File: src/rtl/qmn_pkg.sv
// Shared types, constants and helper functions of the quaternion multiply/normalize core.
package qmn_pkg;

  localparam int CW        = 16;
  localparam int FRAC      = CW - 2;
  localparam int AW        = 2 * CW + 2;
  localparam int RW        = CW + 1;
  localparam int SQ_STEPS  = AW / 2;
  localparam int SQ_CNT_W  = $clog2(SQ_STEPS);
  localparam int QW        = FRAC + 1;
  localparam int DIV_CNT_W = $clog2(QW);
  localparam int NW        = CW + FRAC;

  localparam logic signed [CW-1:0] Q_ONE    = {2'b01, {FRAC{1'b0}}};
  localparam logic signed [AW-1:0] RND_HALF = {{(AW-FRAC){1'b0}}, 1'b1, {(FRAC-1){1'b0}}};

  typedef enum logic [1:0] {
    CMD_MUL   = 2'd0,
    CMD_NORM  = 2'd1,
    CMD_IDENT = 2'd2,
    CMD_HOLD  = 2'd3
  } cmd_t;

  typedef enum logic [3:0] {
    ST_IDLE,
    ST_MUL_ISSUE,
    ST_MUL_WAIT,
    ST_MUL_STORE,
    ST_SQ_ISSUE,
    ST_SQ_WAIT,
    ST_SQ_CHECK,
    ST_SQRT,
    ST_DIV_START,
    ST_DIV,
    ST_DONE
  } state_t;

  typedef struct packed {
    logic [1:0]           command;
    logic signed [CW-1:0] operand_w;
    logic signed [CW-1:0] operand_x;
    logic signed [CW-1:0] operand_y;
    logic signed [CW-1:0] operand_z;
  } in_item_t;

  typedef struct packed {
    logic signed [CW-1:0] result_w;
    logic signed [CW-1:0] result_x;
    logic signed [CW-1:0] result_y;
    logic signed [CW-1:0] result_z;
    logic                 saturated;
    logic                 zero_norm;
  } out_item_t;

  typedef struct packed {
    logic signed [CW-1:0] val;
    logic                 sat;
  } clip_t;

  typedef struct packed {
    logic [1:0] b_idx;
    logic       neg;
  } term_t;

  // Hamilton product: term t of component c uses state[t] times operand[b_idx].
  function automatic term_t term_sel(input logic [1:0] comp, input logic [1:0] trm);
    term_t t;
    case ({comp, trm})
      4'h0:    t = '{b_idx: 2'd0, neg: 1'b0};
      4'h1:    t = '{b_idx: 2'd1, neg: 1'b1};
      4'h2:    t = '{b_idx: 2'd2, neg: 1'b1};
      4'h3:    t = '{b_idx: 2'd3, neg: 1'b1};
      4'h4:    t = '{b_idx: 2'd1, neg: 1'b0};
      4'h5:    t = '{b_idx: 2'd0, neg: 1'b0};
      4'h6:    t = '{b_idx: 2'd3, neg: 1'b0};
      4'h7:    t = '{b_idx: 2'd2, neg: 1'b1};
      4'h8:    t = '{b_idx: 2'd2, neg: 1'b0};
      4'h9:    t = '{b_idx: 2'd3, neg: 1'b1};
      4'hA:    t = '{b_idx: 2'd0, neg: 1'b0};
      4'hB:    t = '{b_idx: 2'd1, neg: 1'b0};
      4'hC:    t = '{b_idx: 2'd3, neg: 1'b0};
      4'hD:    t = '{b_idx: 2'd2, neg: 1'b0};
      4'hE:    t = '{b_idx: 2'd1, neg: 1'b1};
      default: t = '{b_idx: 2'd0, neg: 1'b0};
    endcase
    return t;
  endfunction

  function automatic clip_t clip_fn(input logic signed [AW-1:0] v);
    logic signed [AW-1:0] hi;
    logic signed [AW-1:0] lo;
    clip_t r;
    hi = {{(AW-CW+1){1'b0}}, {(CW-1){1'b1}}};
    lo = ~hi;
    if (v > hi) begin
      r.val = hi[CW-1:0];
      r.sat = 1'b1;
    end else if (v < lo) begin
      r.val = lo[CW-1:0];
      r.sat = 1'b1;
    end else begin
      r.val = v[CW-1:0];
      r.sat = 1'b0;
    end
    return r;
  endfunction

endpackage

File: src/rtl/qmn_mac.sv
// Shared multiply-accumulate unit: registered product, then accumulate.
module qmn_mac (
  input  logic                          clk,
  input  logic                          rst_n,
  input  logic                          issue,
  input  logic                          first,
  input  logic                          neg,
  input  logic signed [qmn_pkg::CW-1:0] a,
  input  logic signed [qmn_pkg::CW-1:0] b,
  output logic signed [qmn_pkg::AW-1:0] acc
);
  import qmn_pkg::*;

  logic signed [2*CW-1:0] prod_r;
  logic                   neg_r;
  logic                   first_r;
  logic                   vld_r;
  logic signed [AW-1:0]   acc_r;
  logic signed [AW-1:0]   acc_nxt;
  logic signed [AW-1:0]   base;
  logic signed [AW-1:0]   addend;

  always_comb begin
    base    = first_r ? '0 : acc_r;
    addend  = AW'(prod_r);
    acc_nxt = acc_r;
    if (vld_r) begin
      acc_nxt = neg_r ? (base - addend) : (base + addend);
    end
  end

  always_ff @(posedge clk) begin
    if (!rst_n) begin
      vld_r <= 1'b0;
    end else begin
      vld_r <= issue;
    end
  end

  always_ff @(posedge clk) begin
    prod_r  <= a * b;
    neg_r   <= neg;
    first_r <= first;
    acc_r   <= acc_nxt;
  end

  assign acc = acc_r;

endmodule

File: src/rtl/qmn_sqrt.sv
// Iterative integer square root, one result bit per cycle.
module qmn_sqrt (
  input  logic                   clk,
  input  logic                   rst_n,
  input  logic                   start,
  input  logic [qmn_pkg::AW-1:0] radicand,
  output logic                   busy,
  output logic [qmn_pkg::RW-1:0] root
);
  import qmn_pkg::*;

  logic [AW-1:0]       s_r;
  logic [RW-1:0]       root_r;
  logic [RW+1:0]       rem_r;
  logic [SQ_CNT_W-1:0] cnt_r;
  logic                busy_r;
  logic [RW+3:0]       cand;
  logic [RW+3:0]       trial;
  logic [RW+3:0]       diff;
  logic                ge;

  always_comb begin
    cand  = {rem_r, s_r[AW-1:AW-2]};
    trial = (RW+4)'({root_r, 2'b01});
    diff  = cand - trial;
    ge    = (cand >= trial);
  end

  always_ff @(posedge clk) begin
    if (!rst_n) begin
      busy_r <= 1'b0;
      cnt_r  <= '0;
    end else if (start) begin
      busy_r <= 1'b1;
      cnt_r  <= SQ_CNT_W'(SQ_STEPS - 1);
    end else if (busy_r) begin
      cnt_r <= cnt_r - 1'b1;
      if (cnt_r == '0) begin
        busy_r <= 1'b0;
      end
    end
  end

  always_ff @(posedge clk) begin
    if (start) begin
      s_r    <= radicand;
      root_r <= '0;
      rem_r  <= '0;
    end else if (busy_r) begin
      s_r    <= s_r << 2;
      root_r <= {root_r[RW-2:0], ge};
      rem_r  <= ge ? diff[RW+1:0] : cand[RW+1:0];
    end
  end

  assign busy = busy_r;
  assign root = root_r;

endmodule

File: src/rtl/qmn_div.sv
// Iterative restoring divider, one quotient bit per cycle.
module qmn_div (
  input  logic                   clk,
  input  logic                   rst_n,
  input  logic                   start,
  input  logic [qmn_pkg::NW-1:0] num,
  input  logic [qmn_pkg::RW-1:0] den,
  output logic                   busy,
  output logic [qmn_pkg::QW-1:0] quot
);
  import qmn_pkg::*;

  logic [RW-1:0]        rem_r;
  logic [RW-1:0]        den_r;
  logic [QW-1:0]        nb_r;
  logic [QW-1:0]        quot_r;
  logic [DIV_CNT_W-1:0] cnt_r;
  logic                 busy_r;
  logic [RW:0]          cand;
  logic [RW:0]          diff;
  logic                 ge;

  always_comb begin
    cand = {rem_r, nb_r[QW-1]};
    diff = cand - {1'b0, den_r};
    ge   = (cand >= {1'b0, den_r});
  end

  always_ff @(posedge clk) begin
    if (!rst_n) begin
      busy_r <= 1'b0;
      cnt_r  <= '0;
    end else if (start) begin
      busy_r <= 1'b1;
      cnt_r  <= DIV_CNT_W'(QW - 1);
    end else if (busy_r) begin
      cnt_r <= cnt_r - 1'b1;
      if (cnt_r == '0) begin
        busy_r <= 1'b0;
      end
    end
  end

  // quotient fits QW bits, so the top of the numerator is already below den
  always_ff @(posedge clk) begin
    if (start) begin
      rem_r  <= RW'(num[NW-1:QW]);
      nb_r   <= num[QW-1:0];
      den_r  <= den;
      quot_r <= '0;
    end else if (busy_r) begin
      rem_r  <= ge ? diff[RW-1:0] : cand[RW-1:0];
      nb_r   <= nb_r << 1;
      quot_r <= {quot_r[QW-2:0], ge};
    end
  end

  assign busy = busy_r;
  assign quot = quot_r;

endmodule

File: src/rtl/quaternion_multiply_normalise_core.sv
// Top level: attitude quaternion register with multiply, normalize and identity reload.
//
// Input channel in_valid/in_ready/in_item carries a command and a Q2.14 operand quaternion.
// Result channel out_valid/out_ready/out_item returns the new attitude and two flags,
// one item per input item, in order.
// Work per item, accept to result valid:
//   multiply   sixteen products through the one multiply-accumulate unit,
//              four per component, then the result is handed off
//   normalize  four squares, 17-step square root, then four 15-step divides
//   identity / unused command  straight to the result hand-off
// Zero-norm normalize ends after the sum of squares.
// in_ready is high only while the sequencer is idle; one item is in work at a time,
// and in_ready rises in the same cycle that the previous result goes valid.
// A finished result sits in the output register; the next item can be accepted while
// it waits. If the receiver stalls, the sequencer holds its finished item until the
// output register frees up.
// Reset loads the identity quaternion, clears the output valid flag and idles the
// sequencer.
module quaternion_multiply_normalise_core (
  input  logic               clk,
  input  logic               rst_n,
  input  logic               in_valid,
  output logic               in_ready,
  input  qmn_pkg::in_item_t  in_item,
  output logic               out_valid,
  input  logic               out_ready,
  output qmn_pkg::out_item_t out_item
);
  import qmn_pkg::*;

  state_t               state_r, state_nxt;
  logic [3:0]           cnt_r, cnt_nxt;
  logic signed [CW-1:0] q_r [4];
  logic signed [CW-1:0] q_nxt [4];
  logic signed [CW-1:0] nq_r [4];
  logic signed [CW-1:0] nq_nxt [4];
  logic signed [CW-1:0] op_r [4];
  logic signed [CW-1:0] op_nxt [4];
  logic                 sat_r, sat_nxt;
  logic                 zn_r, zn_nxt;
  logic                 neg_r, neg_nxt;
  logic                 out_valid_r, out_valid_nxt;
  out_item_t            out_item_r, out_item_nxt;

  logic [1:0]           comp;
  logic [1:0]           trm;
  logic [1:0]           qidx;
  term_t                tsel;
  logic signed [CW-1:0] q_sel;
  logic [CW-1:0]        q_mag;

  logic                 mac_issue;
  logic                 mac_first;
  logic                 mac_neg;
  logic signed [CW-1:0] mac_a;
  logic signed [CW-1:0] mac_b;
  logic signed [AW-1:0] mac_acc;
  logic signed [AW-1:0] rounded;
  clip_t                mul_clip;

  logic                 sq_start;
  logic                 sq_busy;
  logic [RW-1:0]        sq_root;

  logic                 div_start;
  logic                 div_busy;
  logic [NW-1:0]        div_num;
  logic [QW-1:0]        div_quot;
  logic signed [AW-1:0] div_val;
  clip_t                div_clip;

  qmn_mac u_mac (
    .clk   (clk),
    .rst_n (rst_n),
    .issue (mac_issue),
    .first (mac_first),
    .neg   (mac_neg),
    .a     (mac_a),
    .b     (mac_b),
    .acc   (mac_acc)
  );

  qmn_sqrt u_sqrt (
    .clk      (clk),
    .rst_n    (rst_n),
    .start    (sq_start),
    .radicand (mac_acc),
    .busy     (sq_busy),
    .root     (sq_root)
  );

  qmn_div u_div (
    .clk   (clk),
    .rst_n (rst_n),
    .start (div_start),
    .num   (div_num),
    .den   (sq_root),
    .busy  (div_busy),
    .quot  (div_quot)
  );

  always_comb begin
    comp      = cnt_r[3:2];
    trm       = cnt_r[1:0];
    tsel      = term_sel(comp, trm);
    qidx      = (state_r == ST_DIV_START) ? comp : trm;
    q_sel     = q_r[qidx];
    q_mag     = q_sel[CW-1] ? (~q_sel + 1'b1) : q_sel;

    mac_issue = (state_r == ST_MUL_ISSUE) || (state_r == ST_SQ_ISSUE);
    mac_first = (trm == 2'd0);
    mac_neg   = (state_r == ST_MUL_ISSUE) && tsel.neg;
    mac_a     = q_sel;
    mac_b     = (state_r == ST_SQ_ISSUE) ? q_sel : op_r[tsel.b_idx];

    rounded   = (mac_acc + RND_HALF) >>> FRAC;
    mul_clip  = clip_fn(rounded);

    div_num   = {q_mag, {FRAC{1'b0}}} + NW'(sq_root >> 1);
    div_val   = neg_r ? -AW'(div_quot) : AW'(div_quot);
    div_clip  = clip_fn(div_val);
  end

  always_comb begin
    state_nxt     = state_r;
    cnt_nxt       = cnt_r;
    q_nxt         = q_r;
    nq_nxt        = nq_r;
    op_nxt        = op_r;
    sat_nxt       = sat_r;
    zn_nxt        = zn_r;
    neg_nxt       = neg_r;
    sq_start      = 1'b0;
    div_start     = 1'b0;
    out_item_nxt  = out_item_r;
    out_valid_nxt = out_valid_r;
    if (out_valid_r && out_ready) begin
      out_valid_nxt = 1'b0;
    end

    unique case (state_r)
      ST_IDLE: begin
        if (in_valid) begin
          op_nxt[0] = in_item.operand_w;
          op_nxt[1] = in_item.operand_x;
          op_nxt[2] = in_item.operand_y;
          op_nxt[3] = in_item.operand_z;
          cnt_nxt   = '0;
          sat_nxt   = 1'b0;
          zn_nxt    = 1'b0;
          unique case (cmd_t'(in_item.command))
            CMD_MUL:  state_nxt = ST_MUL_ISSUE;
            CMD_NORM: state_nxt = ST_SQ_ISSUE;
            CMD_IDENT: begin
              nq_nxt[0] = Q_ONE;
              nq_nxt[1] = '0;
              nq_nxt[2] = '0;
              nq_nxt[3] = '0;
              state_nxt = ST_DONE;
            end
            CMD_HOLD: begin
              nq_nxt    = q_r;
              state_nxt = ST_DONE;
            end
          endcase
        end
      end
      ST_MUL_ISSUE: begin
        if (trm == 2'd3) begin
          state_nxt = ST_MUL_WAIT;
        end else begin
          cnt_nxt = cnt_r + 1'b1;
        end
      end
      ST_MUL_WAIT: state_nxt = ST_MUL_STORE;
      ST_MUL_STORE: begin
        nq_nxt[comp] = mul_clip.val;
        sat_nxt      = sat_r | mul_clip.sat;
        cnt_nxt      = cnt_r + 1'b1;
        state_nxt    = (comp == 2'd3) ? ST_DONE : ST_MUL_ISSUE;
      end
      ST_SQ_ISSUE: begin
        if (trm == 2'd3) begin
          state_nxt = ST_SQ_WAIT;
        end else begin
          cnt_nxt = cnt_r + 1'b1;
        end
      end
      ST_SQ_WAIT: state_nxt = ST_SQ_CHECK;
      ST_SQ_CHECK: begin
        cnt_nxt = '0;
        if (mac_acc == '0) begin
          zn_nxt    = 1'b1;
          nq_nxt    = q_r;
          state_nxt = ST_DONE;
        end else begin
          sq_start  = 1'b1;
          state_nxt = ST_SQRT;
        end
      end
      ST_SQRT: begin
        if (!sq_busy) begin
          state_nxt = ST_DIV_START;
        end
      end
      ST_DIV_START: begin
        div_start = 1'b1;
        neg_nxt   = q_sel[CW-1];
        state_nxt = ST_DIV;
      end
      ST_DIV: begin
        if (!div_busy) begin
          nq_nxt[comp] = div_clip.val;
          sat_nxt      = sat_r | div_clip.sat;
          cnt_nxt      = cnt_r + 4'd4;
          state_nxt    = (comp == 2'd3) ? ST_DONE : ST_DIV_START;
        end
      end
      ST_DONE: begin
        if (!out_valid_r || out_ready) begin
          q_nxt                  = nq_r;
          out_item_nxt.result_w  = nq_r[0];
          out_item_nxt.result_x  = nq_r[1];
          out_item_nxt.result_y  = nq_r[2];
          out_item_nxt.result_z  = nq_r[3];
          out_item_nxt.saturated = sat_r;
          out_item_nxt.zero_norm = zn_r;
          out_valid_nxt          = 1'b1;
          state_nxt              = ST_IDLE;
        end
      end
      default: state_nxt = ST_IDLE;
    endcase
  end

  always_ff @(posedge clk) begin
    if (!rst_n) begin
      state_r     <= ST_IDLE;
      cnt_r       <= '0;
      out_valid_r <= 1'b0;
      q_r[0]      <= Q_ONE;
      q_r[1]      <= '0;
      q_r[2]      <= '0;
      q_r[3]      <= '0;
    end else begin
      state_r     <= state_nxt;
      cnt_r       <= cnt_nxt;
      out_valid_r <= out_valid_nxt;
      q_r         <= q_nxt;
    end
  end

  always_ff @(posedge clk) begin
    nq_r       <= nq_nxt;
    op_r       <= op_nxt;
    sat_r      <= sat_nxt;
    zn_r       <= zn_nxt;
    neg_r      <= neg_nxt;
    out_item_r <= out_item_nxt;
  end

  assign in_ready  = (state_r == ST_IDLE);
  assign out_valid = out_valid_r;
  assign out_item  = out_item_r;

endmodule

File: config.mk
export PLATFORM = sky130hd
export DESIGN_NAME = quaternion_multiply_normalise_core
export DESIGN_NICKNAME = d
export VERILOG_FILES = /design/src/rtl/qmn_pkg.sv /design/src/rtl/qmn_mac.sv /design/src/rtl/qmn_sqrt.sv /design/src/rtl/qmn_div.sv /design/src/rtl/quaternion_multiply_normalise_core.sv
export SDC_FILE = /design/constraint.sdc
export NUM_CORES = 2
export LEC_CHECK = 0
export BUFFER_PORTS_ARGS = -buffer_cell sky130_fd_sc_hd__buf_2
export CAP_MARGIN = 20
export CORE_MARGIN = 4
export CORE_UTILIZATION = 58
export CTS_CLUSTER_DIAMETER = 100
export DETAILED_ROUTE_END_ITERATION = 10
export PLACE_DENSITY = 0.78
export SLEW_MARGIN = 40
export SYNTH_ARGS = -nofsm -noshare
export SYNTH_HDL_FRONTEND = slang
export SYNTH_SLANG_ARGS = --single-unit
File: constraint.sdc
create_clock -name clk -period 7.95 [get_ports clk]
set_clock_uncertainty 0.2 [all_clocks]
set_input_delay 1.59 -clock clk [delete_from_list [all_inputs] [get_ports clk]]
set_output_delay 1.59 -clock clk [all_outputs]
set_load 0.1 [all_outputs]
==> summary.txt <==
Status: complete, no violations
Starting Density: 0.590
First-pass GRT wire length: 149,000 µm
CP max-delay cell: fa_1
Hold buffer count at CTS: 0
Reg clk slew, reported paths: 60 ps
Synth area leader: edfxtp_1
Post-Syn Area: 0.0351 mm²
Final setup vio count: 0
Fillers: 4,418
DIE HEIGHT: 254 µm
Xor/xnor cell area share of the yosys netlist: 0.0432
Synth async-reset ratio: 0
Ys Warns: 0
Placed insts: 4,524
Max_slew headroom: 0.372
Max_cap viols: 0
Hold Path Depth: 2
Post-synthesis compound-gate area fraction: 0.122
Core area: 0.0595 mm²
Die area: 0.0645 mm²
Synthesis-to-finish area growth: 16.5%
Cell Pwr Density: 470 mW/mm²
Share of cells above drive strength 1: 0.186
Final Slew Violations: 0
Post-synthesis mux area share: 0.0556
Seq/Total Area, Yosys: 0.367
Initial antenna violation count: 3
Primary FF master, synth: edfxtp_1
Total gr overflow: 0
Max incr delay on CP: 600 ps
Post-DRT Antenna Nets: 0
DR pass1 iterations: 5
Worst-case reg-to-reg path depth: 30
Core Rows: 89
CP bufs+invs: 10
Arr. time, crit path: 8210 ps
Most common cell after layout, fill and taps aside: inv_1
Largest family of logic cells by synthesized area: adder cells
Simple-gate share of the synthesized area: 0.134
Crit. End Element: register
Final nets: 4,356
Setup TNS: 0 ps
Worst skew pair latency: 660 ps
Worst R2R Start: state_r[1]
Crit Reg-Reg Endpoint: u_mac.prod_r[28]
Residual DRC: 0
CP Max Fanout: 8
Maximum VDD drop: 668 µV
RSZ-0062 raised after global routing: true
Post-DP Area: 0.0380 mm²
CTS Root Cell: clkbuf_16
HPWL after DPL: 70,000 µm
H-tree depth: 2
Global router's overall resource usage: 0.291
Initial DRC count: 2,331
Design area: 0.0408 mm²
Startpoint types: register
Clk sink count: 487
Vias per cell: 5.88
I/O Buffers: 137
Final Util: 0.687
Number of global-route vias before repair: 27,200
Total power: 19,200 µW
Fmax: 126 MHz
Antenna cell count: 0
Syn_nets: 4,073
Hold path startpoint: q_r[60]
Family with the most delay on the worst path: adder cells
Synthesized flop and latch total: 487
Post-Synth Adder-Cell Area: 0.211
Leading cell types in the layout, fill and taps excluded: inv_1, nand2_1, edfxtp_1, nor2_1, fa_1
I/O pin total: 138
Finished Layout Cells: 4,670
Routed vias: 27,500
Slew of the pin with the lowest slew margin: 942 ps
CTS tree: yes
Flop2flop setup slack: 20 ps
Post-synthesis cell count: 3,570
LEAKAGE: 0.0175 µW
Largest net degree at the start of global routing: 78
Setup CP Type: reg -> reg
Final hold violations: 0
Endpoint, Worst Hold: q_r[60]
Die span in x: 254 µm
CTS max path bufs: 3
Netlist cell types: 88
Routed length per instance: 20.6 µm
Ranking of synthesized cells by area: edfxtp_1, fa_1, dfxtp_1
Routability cong.: 0.968
Number of synthesized flops with an enable pin: 312
Min Tclk post-route: 7930 ps
Final WL: 96,000 µm
Hold Path Class: reg -> reg
CTS buffer count: 52
Mapped Avg Cell Area: 9.82 µm²
Final worst-path cycle share: 0.997
Top-area cell type share of the netlist area: 0.267
Crit path required time: 8230 ps
Critical Path Most Common Cell: fa_1
## cells by family (layout without fill, tap and decap cells)
group / after synthesis / after routing
AOI/OAI and AO/OA: 694 / 694
DFF: 487 / 487
xor gates and xnor gates: 172 / 172
muxes: 145 / 145
adders and majority gates: 433 / 433
buffers and inverters: 619 / 946
and+or+nand+nor: 1020 / 1020
## cell type report
type / count / area (µm²) / share of cell area
repair buffers: 399 / 2910 / 0.0712
inverters: 449 / 1710 / 0.0418
multi-input cells: 2464 / 20500 / 0.501
flip-flops and latches: 487 / 12900 / 0.315
clock inverters: 35 / 534 / 0.0131
well taps: 773 / 967 / 0.0237
clock buffers: 63 / 1400 / 0.0342
## what timing repair did
| action | in CTS | in global routing |
|---|---|---|
| resized for setup | 19 | 113 |
| gates cloned | 1 | 2 |
| endpoints found under the setup margin | 9 | 13 |
| buffers inserted | 15 | 28 |
| pin swaps | 18 | 107 |
## registers in the layout, indices dropped and copies added (netlist names), 17 cells and up
register	flops
op_r	64
out_item	66
u_div.rem_r	17
u_div.den_r	17
u_sqrt.s_r	34
q_r	64
u_mac.prod_r	32
u_sqrt.root	17
u_mac.acc	34
nq_r	64
u_sqrt.rem_r	19
## cell usage after synthesis (all sizes together), types with 20 or more instances
library cell and number:
a211oi 25, a21o 85, a21oi 260, a22o 27, and2 39, buf 24
clkbuf 146, dfxtp 175, edfxtp 312, fa 265, ha 168, inv 447
mux2 42, mux2i 68, mux4 35, nand2 361, nand2b 33, nand3 38
nor2 315, nor2b 70, nor3 43, nor4 21, o21ai 161, or3 20
xnor2 123, xor2 49
## worst max path at each step
stage	start	to	cells past startpoint
final	state_r[1]	u_mac.prod_r[28]	30
after global routing	state_r[1]	u_mac.prod_r[31]	32
after CTS	state_r[2]	u_mac.prod_r[24]	29
after detailed placement	state_r[2]	u_mac.prod_r[24]	30
after global placement	state_r[2]	u_mac.prod_r[24]	27
after floorplan	state_r[0]	u_mac.prod_r[31]	28
## through the flow
stage | setup slack [ps] | hold slack, ps
2_1_floorplan | -18.5 | 200
3_3_place_gp | 7.93 | 258
6_report | 22.5 | 280
5_1_grt | -248 | 289
3_5_place_dp | -144 | 261
4_1_cts | -6.83 | 276
## worst min-delay path, delay by kind of cell (launching register included)
family | cells | cell delay [ps]
compound gates | 1 | 50
flops | 1 | 320
simple gates | 1 | 60
## layer usage
metal / up-vias / track usage / routed length [µm]
met1: 13400 / 0.389 / 37400
met3: 277 / 0.0574 / 8360
met2: 1198 / 0.467 / 45300
met5: - / 0 / 32
met4: 6 / 0.126 / 4970
li1: 12600 / - / -
## report_power, final
part / internal, µW / switching (µW) / leakage (µW) / total, µW
Combinational: 5360 / 6910 / 0.0122 / 12300
Clock: 1600 / 1090 / 0.000932 / 2690
Sequential: 3720 / 542 / 0.00433 / 4260
Power figures use the tool's default switching activity.
